<file path="config.mk">
export PLATFORM = sky130hd
export DESIGN_NAME = dominant_resolution_tracker_core
export DESIGN_NICKNAME = d
export VERILOG_FILES = /design/src/sv/drt_pkg.sv /design/src/sv/dominant_resolution_tracker_core.sv /design/src/sv/drt_ctrl.sv /design/src/sv/drt_dp.sv
export SDC_FILE = /design/constraint.sdc
export NUM_CORES = 2
export LEC_CHECK = 0
export BUFFER_PORTS_ARGS = -buffer_cell sky130_fd_sc_hd__buf_2
export CAP_MARGIN = 40
export CORE_MARGIN = 5
export CORE_UTILIZATION = 40
export CTS_CLUSTER_DIAMETER = 100
export DETAILED_ROUTE_END_ITERATION = 6
export PLACE_DENSITY = 0.64
export SLEW_MARGIN = 10
export SYNTH_ARGS = -nofsm -noshare
export SYNTH_HDL_FRONTEND = slang
export SYNTH_SLANG_ARGS = --single-unit
</file>
<file path="constraint.sdc">
create_clock -name clk -period 30.7 [get_ports clk]
set_input_delay 4.605 -clock clk [delete_from_list [all_inputs] [get_ports clk]]
set_output_delay 4.605 -clock clk [all_outputs]
set_load 0.1 [all_outputs]
</file>
<file path="src/sv/drt_pkg.sv">
`timescale 1ns / 1ps
package drt_pkg;

	localparam logic       REQ_PACKET  = 1'b0;
	localparam logic       REQ_REPORT  = 1'b1;
	localparam logic [7:0] VIDEO_MAJOR = 8'd0;

	typedef struct packed {
		logic        req_type;
		logic        new_file;
		logic [63:0] stamp;
		logic [7:0]  major_type;
		logic        payload_ok;
		logic [7:0]  width_hi;
		logic [7:0]  width_lo;
		logic [7:0]  height_hi;
		logic [7:0]  height_lo;
	} req_t;

	typedef struct packed {
		logic        found;
		logic [15:0] best_width;
		logic [15:0] best_height;
		logic [63:0] best_time;
		logic [63:0] no_video_time;
		logic        table_overflow;
	} rsp_t;

	typedef enum logic [2:0] {
		ST_IDLE,
		ST_ELAP,
		ST_ACCT,
		ST_SCAN_P,
		ST_SCAN_R,
		ST_OUT
	} state_t;

	typedef struct packed {
		logic accept_pkt;
		logic accept_rpt;
		logic calc_elapsed;
		logic acct_idle;
		logic scan_run;
		logic scan_rpt;
		logic insert;
		logic set_ovf;
		logic rpt_out;
	} dp_cmd_t;

	typedef struct packed {
		logic cur_none;
		logic scan_done;
		logic scan_hit;
		logic table_full;
	} dp_sts_t;

endpackage

</file>
<file path="src/sv/dominant_resolution_tracker_core.sv">
`timescale 1ns / 1ps
// A word is taken when start is high and busy is low; busy stays high until the
// word is fully processed. A packet with no known resolution skips the walk;
// otherwise its length is set by the walk
// over the resolution table, which reads one entry per cycle through a single
// registered read port; a match ends the walk early. A report walks the same table
// and its result word shows on rsp, with done high, for exactly one cycle once
// the walk is over; the receiver
// must capture it then, as it cannot stall the block.
module dominant_resolution_tracker_core #(
	parameter int TABLE_ENTRIES = 16
) (
	input  logic          clk,
	input  logic          arst_n,
	input  logic          start,
	output logic          busy,
	input  drt_pkg::req_t req,
	output logic          done,
	output drt_pkg::rsp_t rsp
);
	import drt_pkg::*;

	dp_cmd_t cmd;
	dp_sts_t sts;

	drt_ctrl u_ctrl (
		.clk      (clk),
		.arst_n   (arst_n),
		.start    (start),
		.req_type (req.req_type),
		.sts      (sts),
		.busy     (busy),
		.cmd      (cmd)
	);

	drt_dp #(
		.TABLE_ENTRIES (TABLE_ENTRIES)
	) u_dp (
		.clk    (clk),
		.arst_n (arst_n),
		.req    (req),
		.cmd    (cmd),
		.sts    (sts),
		.done   (done),
		.rsp    (rsp)
	);

endmodule

</file>
<file path="src/sv/drt_ctrl.sv">
`timescale 1ns / 1ps
module drt_ctrl (
	input  logic             clk,
	input  logic             arst_n,
	input  logic             start,
	input  logic             req_type,
	input  drt_pkg::dp_sts_t sts,
	output logic             busy,
	output drt_pkg::dp_cmd_t cmd
);
	import drt_pkg::*;

	state_t state_q, state_d;

	always_ff @(posedge clk or negedge arst_n) begin
		if (!arst_n) begin
			state_q <= ST_IDLE;
		end else begin
			state_q <= state_d;
		end
	end

	always_comb begin
		state_d = state_q;
		cmd     = '0;
		busy    = 1'b1;
		case (state_q)
			ST_IDLE: begin
				busy = 1'b0;
				if (start) begin
					if (req_type == REQ_REPORT) begin
						cmd.accept_rpt = 1'b1;
						state_d        = ST_SCAN_R;
					end else begin
						cmd.accept_pkt = 1'b1;
						state_d        = ST_ELAP;
					end
				end
			end
			ST_ELAP: begin
				cmd.calc_elapsed = 1'b1;
				state_d          = ST_ACCT;
			end
			ST_ACCT: begin
				if (sts.cur_none) begin
					cmd.acct_idle = 1'b1;
					state_d       = ST_IDLE;
				end else begin
					state_d = ST_SCAN_P;
				end
			end
			ST_SCAN_P: begin
				cmd.scan_run = 1'b1;
				if (sts.scan_done) begin
					state_d = ST_IDLE;
					if (!sts.scan_hit) begin
						if (sts.table_full) begin
							cmd.set_ovf = 1'b1;
						end else begin
							cmd.insert = 1'b1;
						end
					end
				end
			end
			ST_SCAN_R: begin
				cmd.scan_run = 1'b1;
				cmd.scan_rpt = 1'b1;
				if (sts.scan_done) begin
					state_d = ST_OUT;
				end
			end
			ST_OUT: begin
				cmd.rpt_out = 1'b1;
				state_d     = ST_IDLE;
			end
			default: begin
				state_d = ST_IDLE;
			end
		endcase
	end

endmodule

</file>
<file path="src/sv/drt_dp.sv">
`timescale 1ns / 1ps
module drt_dp #(
	parameter int TABLE_ENTRIES = 16
) (
	input  logic             clk,
	input  logic             arst_n,
	input  drt_pkg::req_t    req,
	input  drt_pkg::dp_cmd_t cmd,
	output drt_pkg::dp_sts_t sts,
	output logic             done,
	output drt_pkg::rsp_t    rsp
);
	import drt_pkg::*;

	localparam int IW = (TABLE_ENTRIES > 1) ? $clog2(TABLE_ENTRIES) : 1;
	localparam int CW = $clog2(TABLE_ENTRIES + 1);
	localparam logic [CW-1:0] FULL_COUNT = CW'(TABLE_ENTRIES);

	typedef struct packed {
		logic [31:0] key;
		logic [63:0] tm;
	} entry_t;

	entry_t mem [TABLE_ENTRIES];

	logic [15:0]   cur_w_q, cur_h_q;
	logic [63:0]   file_off_q, last_adj_q, last_acc_q, idle_q;
	logic [CW-1:0] count_q;
	logic          ovf_q;

	logic [63:0]   adj_q, elapsed_q;
	logic [31:0]   key_q;

	logic [CW-1:0] addr_q;
	logic          hit_q;
	logic          rd_vld_s1;
	logic [IW-1:0] rd_idx_s1;
	entry_t        rd_q;

	logic [31:0]   best_key_q;
	logic [63:0]   best_time_q;

	logic          done_q;
	rsp_t          rsp_q;

	logic [63:0]   off;
	logic          accept;
	logic          issue;
	logic          hit_now;
	logic          better;

	assign accept  = cmd.accept_pkt | cmd.accept_rpt;
	assign off     = req.new_file ? last_adj_q : file_off_q;
	assign hit_now = cmd.scan_run && !cmd.scan_rpt && rd_vld_s1 && !hit_q
		&& (rd_q.key == key_q);
	assign issue   = cmd.scan_run && !hit_q && !hit_now && (addr_q < count_q);
	assign better  = cmd.scan_run && cmd.scan_rpt && rd_vld_s1
		&& ((rd_q.tm > best_time_q)
		|| ((rd_q.tm != 64'd0) && (rd_q.tm == best_time_q) && (rd_q.key < best_key_q)));

	assign sts.cur_none   = (key_q[31:16] == 16'd0) || (key_q[15:0] == 16'd0);
	assign sts.scan_done  = !rd_vld_s1 && (hit_q || (addr_q >= count_q));
	assign sts.scan_hit   = hit_q;
	assign sts.table_full = (count_q >= FULL_COUNT);

	always_ff @(posedge clk or negedge arst_n) begin
		if (!arst_n) begin
			cur_w_q     <= '0;
			cur_h_q     <= '0;
			file_off_q  <= '0;
			last_adj_q  <= '0;
			last_acc_q  <= '0;
			idle_q      <= '0;
			count_q     <= '0;
			ovf_q       <= 1'b0;
			addr_q      <= '0;
			hit_q       <= 1'b0;
			rd_vld_s1   <= 1'b0;
			best_key_q  <= '0;
			best_time_q <= '0;
			done_q      <= 1'b0;
		end else begin
			done_q    <= cmd.rpt_out;
			rd_vld_s1 <= issue;
			if (accept) begin
				addr_q      <= '0;
				hit_q       <= 1'b0;
				best_key_q  <= '0;
				best_time_q <= '0;
			end else begin
				if (issue) begin
					addr_q <= addr_q + CW'(1);
				end
				if (hit_now) begin
					hit_q <= 1'b1;
				end
				if (better) begin
					best_key_q  <= rd_q.key;
					best_time_q <= rd_q.tm;
				end
			end
			if (cmd.accept_pkt) begin
				file_off_q <= off;
				last_adj_q <= req.stamp + off;
				if (req.major_type == VIDEO_MAJOR && req.payload_ok) begin
					cur_w_q <= {req.width_hi, req.width_lo};
					cur_h_q <= {req.height_hi, req.height_lo};
				end
			end
			if (cmd.calc_elapsed) begin
				last_acc_q <= adj_q;
			end
			if (cmd.acct_idle) begin
				idle_q <= idle_q + elapsed_q;
			end
			if (cmd.insert) begin
				count_q <= count_q + CW'(1);
			end
			if (cmd.set_ovf) begin
				ovf_q <= 1'b1;
			end
		end
	end

	always_ff @(posedge clk) begin
		if (cmd.accept_pkt) begin
			adj_q <= req.stamp + off;
			key_q <= {cur_w_q, cur_h_q};
		end
		if (cmd.calc_elapsed) begin
			elapsed_q <= adj_q - last_acc_q;
		end
		if (cmd.rpt_out) begin
			rsp_q.found          <= (count_q != '0);
			rsp_q.best_width     <= best_key_q[31:16];
			rsp_q.best_height    <= best_key_q[15:0];
			rsp_q.best_time      <= best_time_q;
			rsp_q.no_video_time  <= idle_q;
			rsp_q.table_overflow <= ovf_q;
		end
	end

	// table: one read port (registered), one write port
	always_ff @(posedge clk) begin
		if (issue) begin
			rd_q <= mem[addr_q[IW-1:0]];
		end
		rd_idx_s1 <= addr_q[IW-1:0];
		if (hit_now) begin
			mem[rd_idx_s1] <= '{key: rd_q.key, tm: rd_q.tm + elapsed_q};
		end else if (cmd.insert) begin
			mem[count_q[IW-1:0]] <= '{key: key_q, tm: elapsed_q};
		end
	end

	assign done = done_q;
	assign rsp  = rsp_q;

endmodule

</file>
==> results.md <==
* Area taken by flip-flops and latches at just under 70000 sq um
* Postcts setup bufs at 0
* GRT Overall Usage at 21.0%
* Asr flop ratio synth at 17.0%
* Finished Layout Cells at between 10000 and 15000
* Layout fillers at 22700
* Max_cap viols at 0
* Min-Delay Endpoint: u_dp.rsp[86]
* Dpl cells at 10600
* Die X at 523 um
* Mapped Nets at 7357
* Leak at roughly 44 nW
* Hold crit path type: flop to flop
* Antenna violations before repair at 28
* Synth area leader: edfxtp_1
* Tot Pwr at 14.3 mW
* Number of flops mapped to enable cells by yosys at slightly below 2000
* Max Clock Skew at approximately 0.084 ns
* Cells after Synth at 6888
* WS Path Type: primary input to flop
* I/O Buffers at between 200 and 300
* Crit share post-route at 28.5%
* Worst R2R End: u_dp.best_time_q[35]
* Post-DP Area at 112000 sq um
* Row cnt at 188
* Initial Util at between 40% and 50%
* PD cells at 118 nW/um^2
* Share of cells above drive strength 1 at 21.3%
* Hold Buf Count CTS at 0
* Clock Latency Late Sink at a little over 0.9 ns
* Iter 0 DRT Violations at 6635
* Area delta synth->final at 14.8%
* Post-DP HPWL at 192000 um
* Yosys reg bits at 2359
* Setup violators final at 0
* Design Area, Final at 121000 sq um
* Unrepaired setup endpoints after global routing: false
* Commonest non-fill, non-tap cell in the layout: edfxtp_1
* TNS Setup at 0 ns
* Via count at 63000
* Worst hold path cell count at 0
* Io pins at roughly 270
* Routed WL at 292000 um
* Min cycle time layout at 8.76 ns
* CTS resizes at 0
* Top_reg_cell synth: edfxtp_1
* WL per Instance at ~26 um
* Via/cell ratio at approximately 5.7
* Hold_sp: u_dp.best_time_q[21]
* CTS Buffer Depth at 4
* Max FO, Critical Path at 12
* Worst reg2reg setup slack at 24.37 ns
* First-pass GRT wire length at ~420000 um
* Seq/Total Area, Yosys at 65.4%
* Synth cell types at roughly 80
* Num CTS Buffers at 275
* R2R depth at 12
* NumNets Final at 7808
* VDD IR-drop max at between 80 and 90 uV
* Sink Count at approximately 2400
* Reg2reg start: u_dp.rd_q[63]
* Top cell type's share of synthesized area at 55.8%
* CP endpoint kind: flop
* Final Max Slew Viols at 0
* Gr ovfl total at 0
* Worst Max-Slew Pin Slew at 1.20 ns
* CTS tree: built
* Vias in the first global route at 62000
* Max frequency at approximately 0.11 GHz
* CTS H-Tree Depth at 5
* Commonest non-fill, non-tap cells in the layout: edfxtp_1, nand2_1, mux4_2, dfrtp_1, ha_1
* Synth area leaders: edfxtp_1, mux4_2, dfrtp_1, ha_1, nand2_1
* Final Hold Vio Count at 0
* Status: complete, no violations
* Pin count of the biggest net entering global routing at around 130
* Synth Cell Area at between 100000 and 150000 sq um
* # DRC at 0
* Synth warn at 0
* Syn Area/Cell at 15.3 sq um
* DIE AREA at approximately 270000 sq um
* Final Wtd Congestion at around 0.95
* Crit path DAT at 9.39 ns
* Antenna Violating Nets Remaining at 0
* Worst Path Required at 31.34 ns
* Drt first pass iters at 6
* CP Launch Type: primary input
* Root buf cell: clkbuf_16
* CTS clk-pin slew, worst paths at 0.06 ns
* Max-Slew Margin vs Limit at 20.2%
* Area of the core at 262000 sq um
* Multi-input logic area at around 34000 sq um
* Die Y-Extent at 523 um
## where the power goes
part / switching, mW / internal, mW / total (mW)
clock: 1.26 / 1.86 / 3.12
combinational: 3.48 / 1.98 / 5.46
sequential: 0.432 / 5.26 / 5.69
total: 5.18 / 9.09 / 14.3
## state kept, by name, indices dropped and copies added, names as in the netlist, 16 cells and up
name / count
u_dp.rd_q: 96
u_dp.adj_q: 64
u_dp.idle_q: 64
u_dp.best_time_q: 64
u_dp.file_off_q: 64
u_dp.rsp: 162
u_dp.key_q: 32
u_dp.mem: 1536
u_dp.elapsed_q: 64
u_dp.cur_h_q: 16
u_dp.last_acc_q: 64
u_dp.last_adj_q: 64
u_dp.best_key_q: 32
u_dp.cur_w_q: 16
## area by class of cell
class | count | share of cell area [%]
sequential | 2359 | 57.0
clock inverter | 114 | 0.889
antenna | 6 | 0.0124
tap | 3515 | 3.64
timing repair buffer | 479 | 3.05
inverter | 234 | 0.734
multi-input combinational | 3990 | 28.6
clock buffer | 360 | 6.14
## synth_stat cells, types with 18 or more instances
| library cell | number |
|---|---|
| nor4_1 | 50 |
| a21oi_1 | 319 |
| a21o_1 | 156 |
| nand3_1 | 54 |
| o21bai_1 | 50 |
| dfrtp_1 | 401 |
| o21a_1 | 40 |
| o31ai_1 | 31 |
| and2_1 | 20 |
| nor3_1 | 52 |
| buf_1 | 51 |
| mux2_4 | 39 |
| xnor2_1 | 159 |
| ha_1 | 355 |
| o21ai_0 | 322 |
| nand2_1 | 768 |
| inv_1 | 234 |
| nor2_1 | 282 |
| nand4_1 | 90 |
| xor2_1 | 116 |
| o211ai_1 | 22 |
| a211o_1 | 18 |
| mux2_2 | 181 |
| nor2b_1 | 45 |
| mux4_2 | 480 |
| a31oi_1 | 46 |
| and3_1 | 38 |
| clkbuf_1 | 243 |
| edfxtp_1 | 1954 |
| nand2b_1 | 28 |
| a211oi_1 | 27 |
## cell families after synthesis
family,share of synthesized area [%]
muxes,12.8
xor gates and xnor gates,2.29
buffers and inverters,1.97
and+or+nand+nor,6.33
adders and majority gates,4.30
DFF,65.4
AOI/OAI and AO/OA,6.88
## layer usage
layer | vias to the layer above | part of all wire (%) | GRT usage, %
met5 | - | 0.032 | 0
met4 | 14 | 3.5 | 7.06
met3 | 460 | 8.4 | 3.80
met2 | 2784 | 46 | 32.5
met1 | 32300 | 42 | 30.2
li1 | 27500 | - | -
## metrics by stage
stage	util (%)	setup WS, ns	hold WS [ns]
floorplan	-	20.78	0.372
global placement	42.3	20.92	0.432
finish	46.1	21.94	0.436
CTS	46.0	22.02	0.434
global route	46.1	21.64	0.452
detailed placement	42.8	21.10	0.432
## worst max-delay path by stage
| stage | endpoint | slack, ns | from | depth (start not counted) |
|---|---|---|---|---|
| after floorplan | u_dp.addr_q[3] | 20.78 | u_dp.addr_q[0] | 14 |
| after global placement | u_dp.last_adj_q[50] | 20.92 | req[105] | 13 |
| after detailed placement | u_dp.adj_q[62] | 21.10 | req[105] | 15 |
| after CTS | u_dp.adj_q[62] | 22.02 | req[105] | 15 |
| after global routing | u_dp.adj_q[62] | 21.64 | req[105] | 15 |
| final | u_dp.adj_q[62] | 21.94 | req[105] | 15 |
## worst max-delay path, cell delays in order
cell and delay (ns):
buf_2 0.34, mux2_2 0.40, ha_1 0.23, fa_1 0.43, a211oi_1 0.30, o21ai_0 0.14
a21oi_1 0.45, a2111oi_0 0.21, buf_1 0.17, o21ai_0 0.54, a21oi_1 0.24, a21oi_1 0.54
o21ai_0 0.24, or3_1 0.36, and2_1 0.17
(Power assumes the default switching activity.)
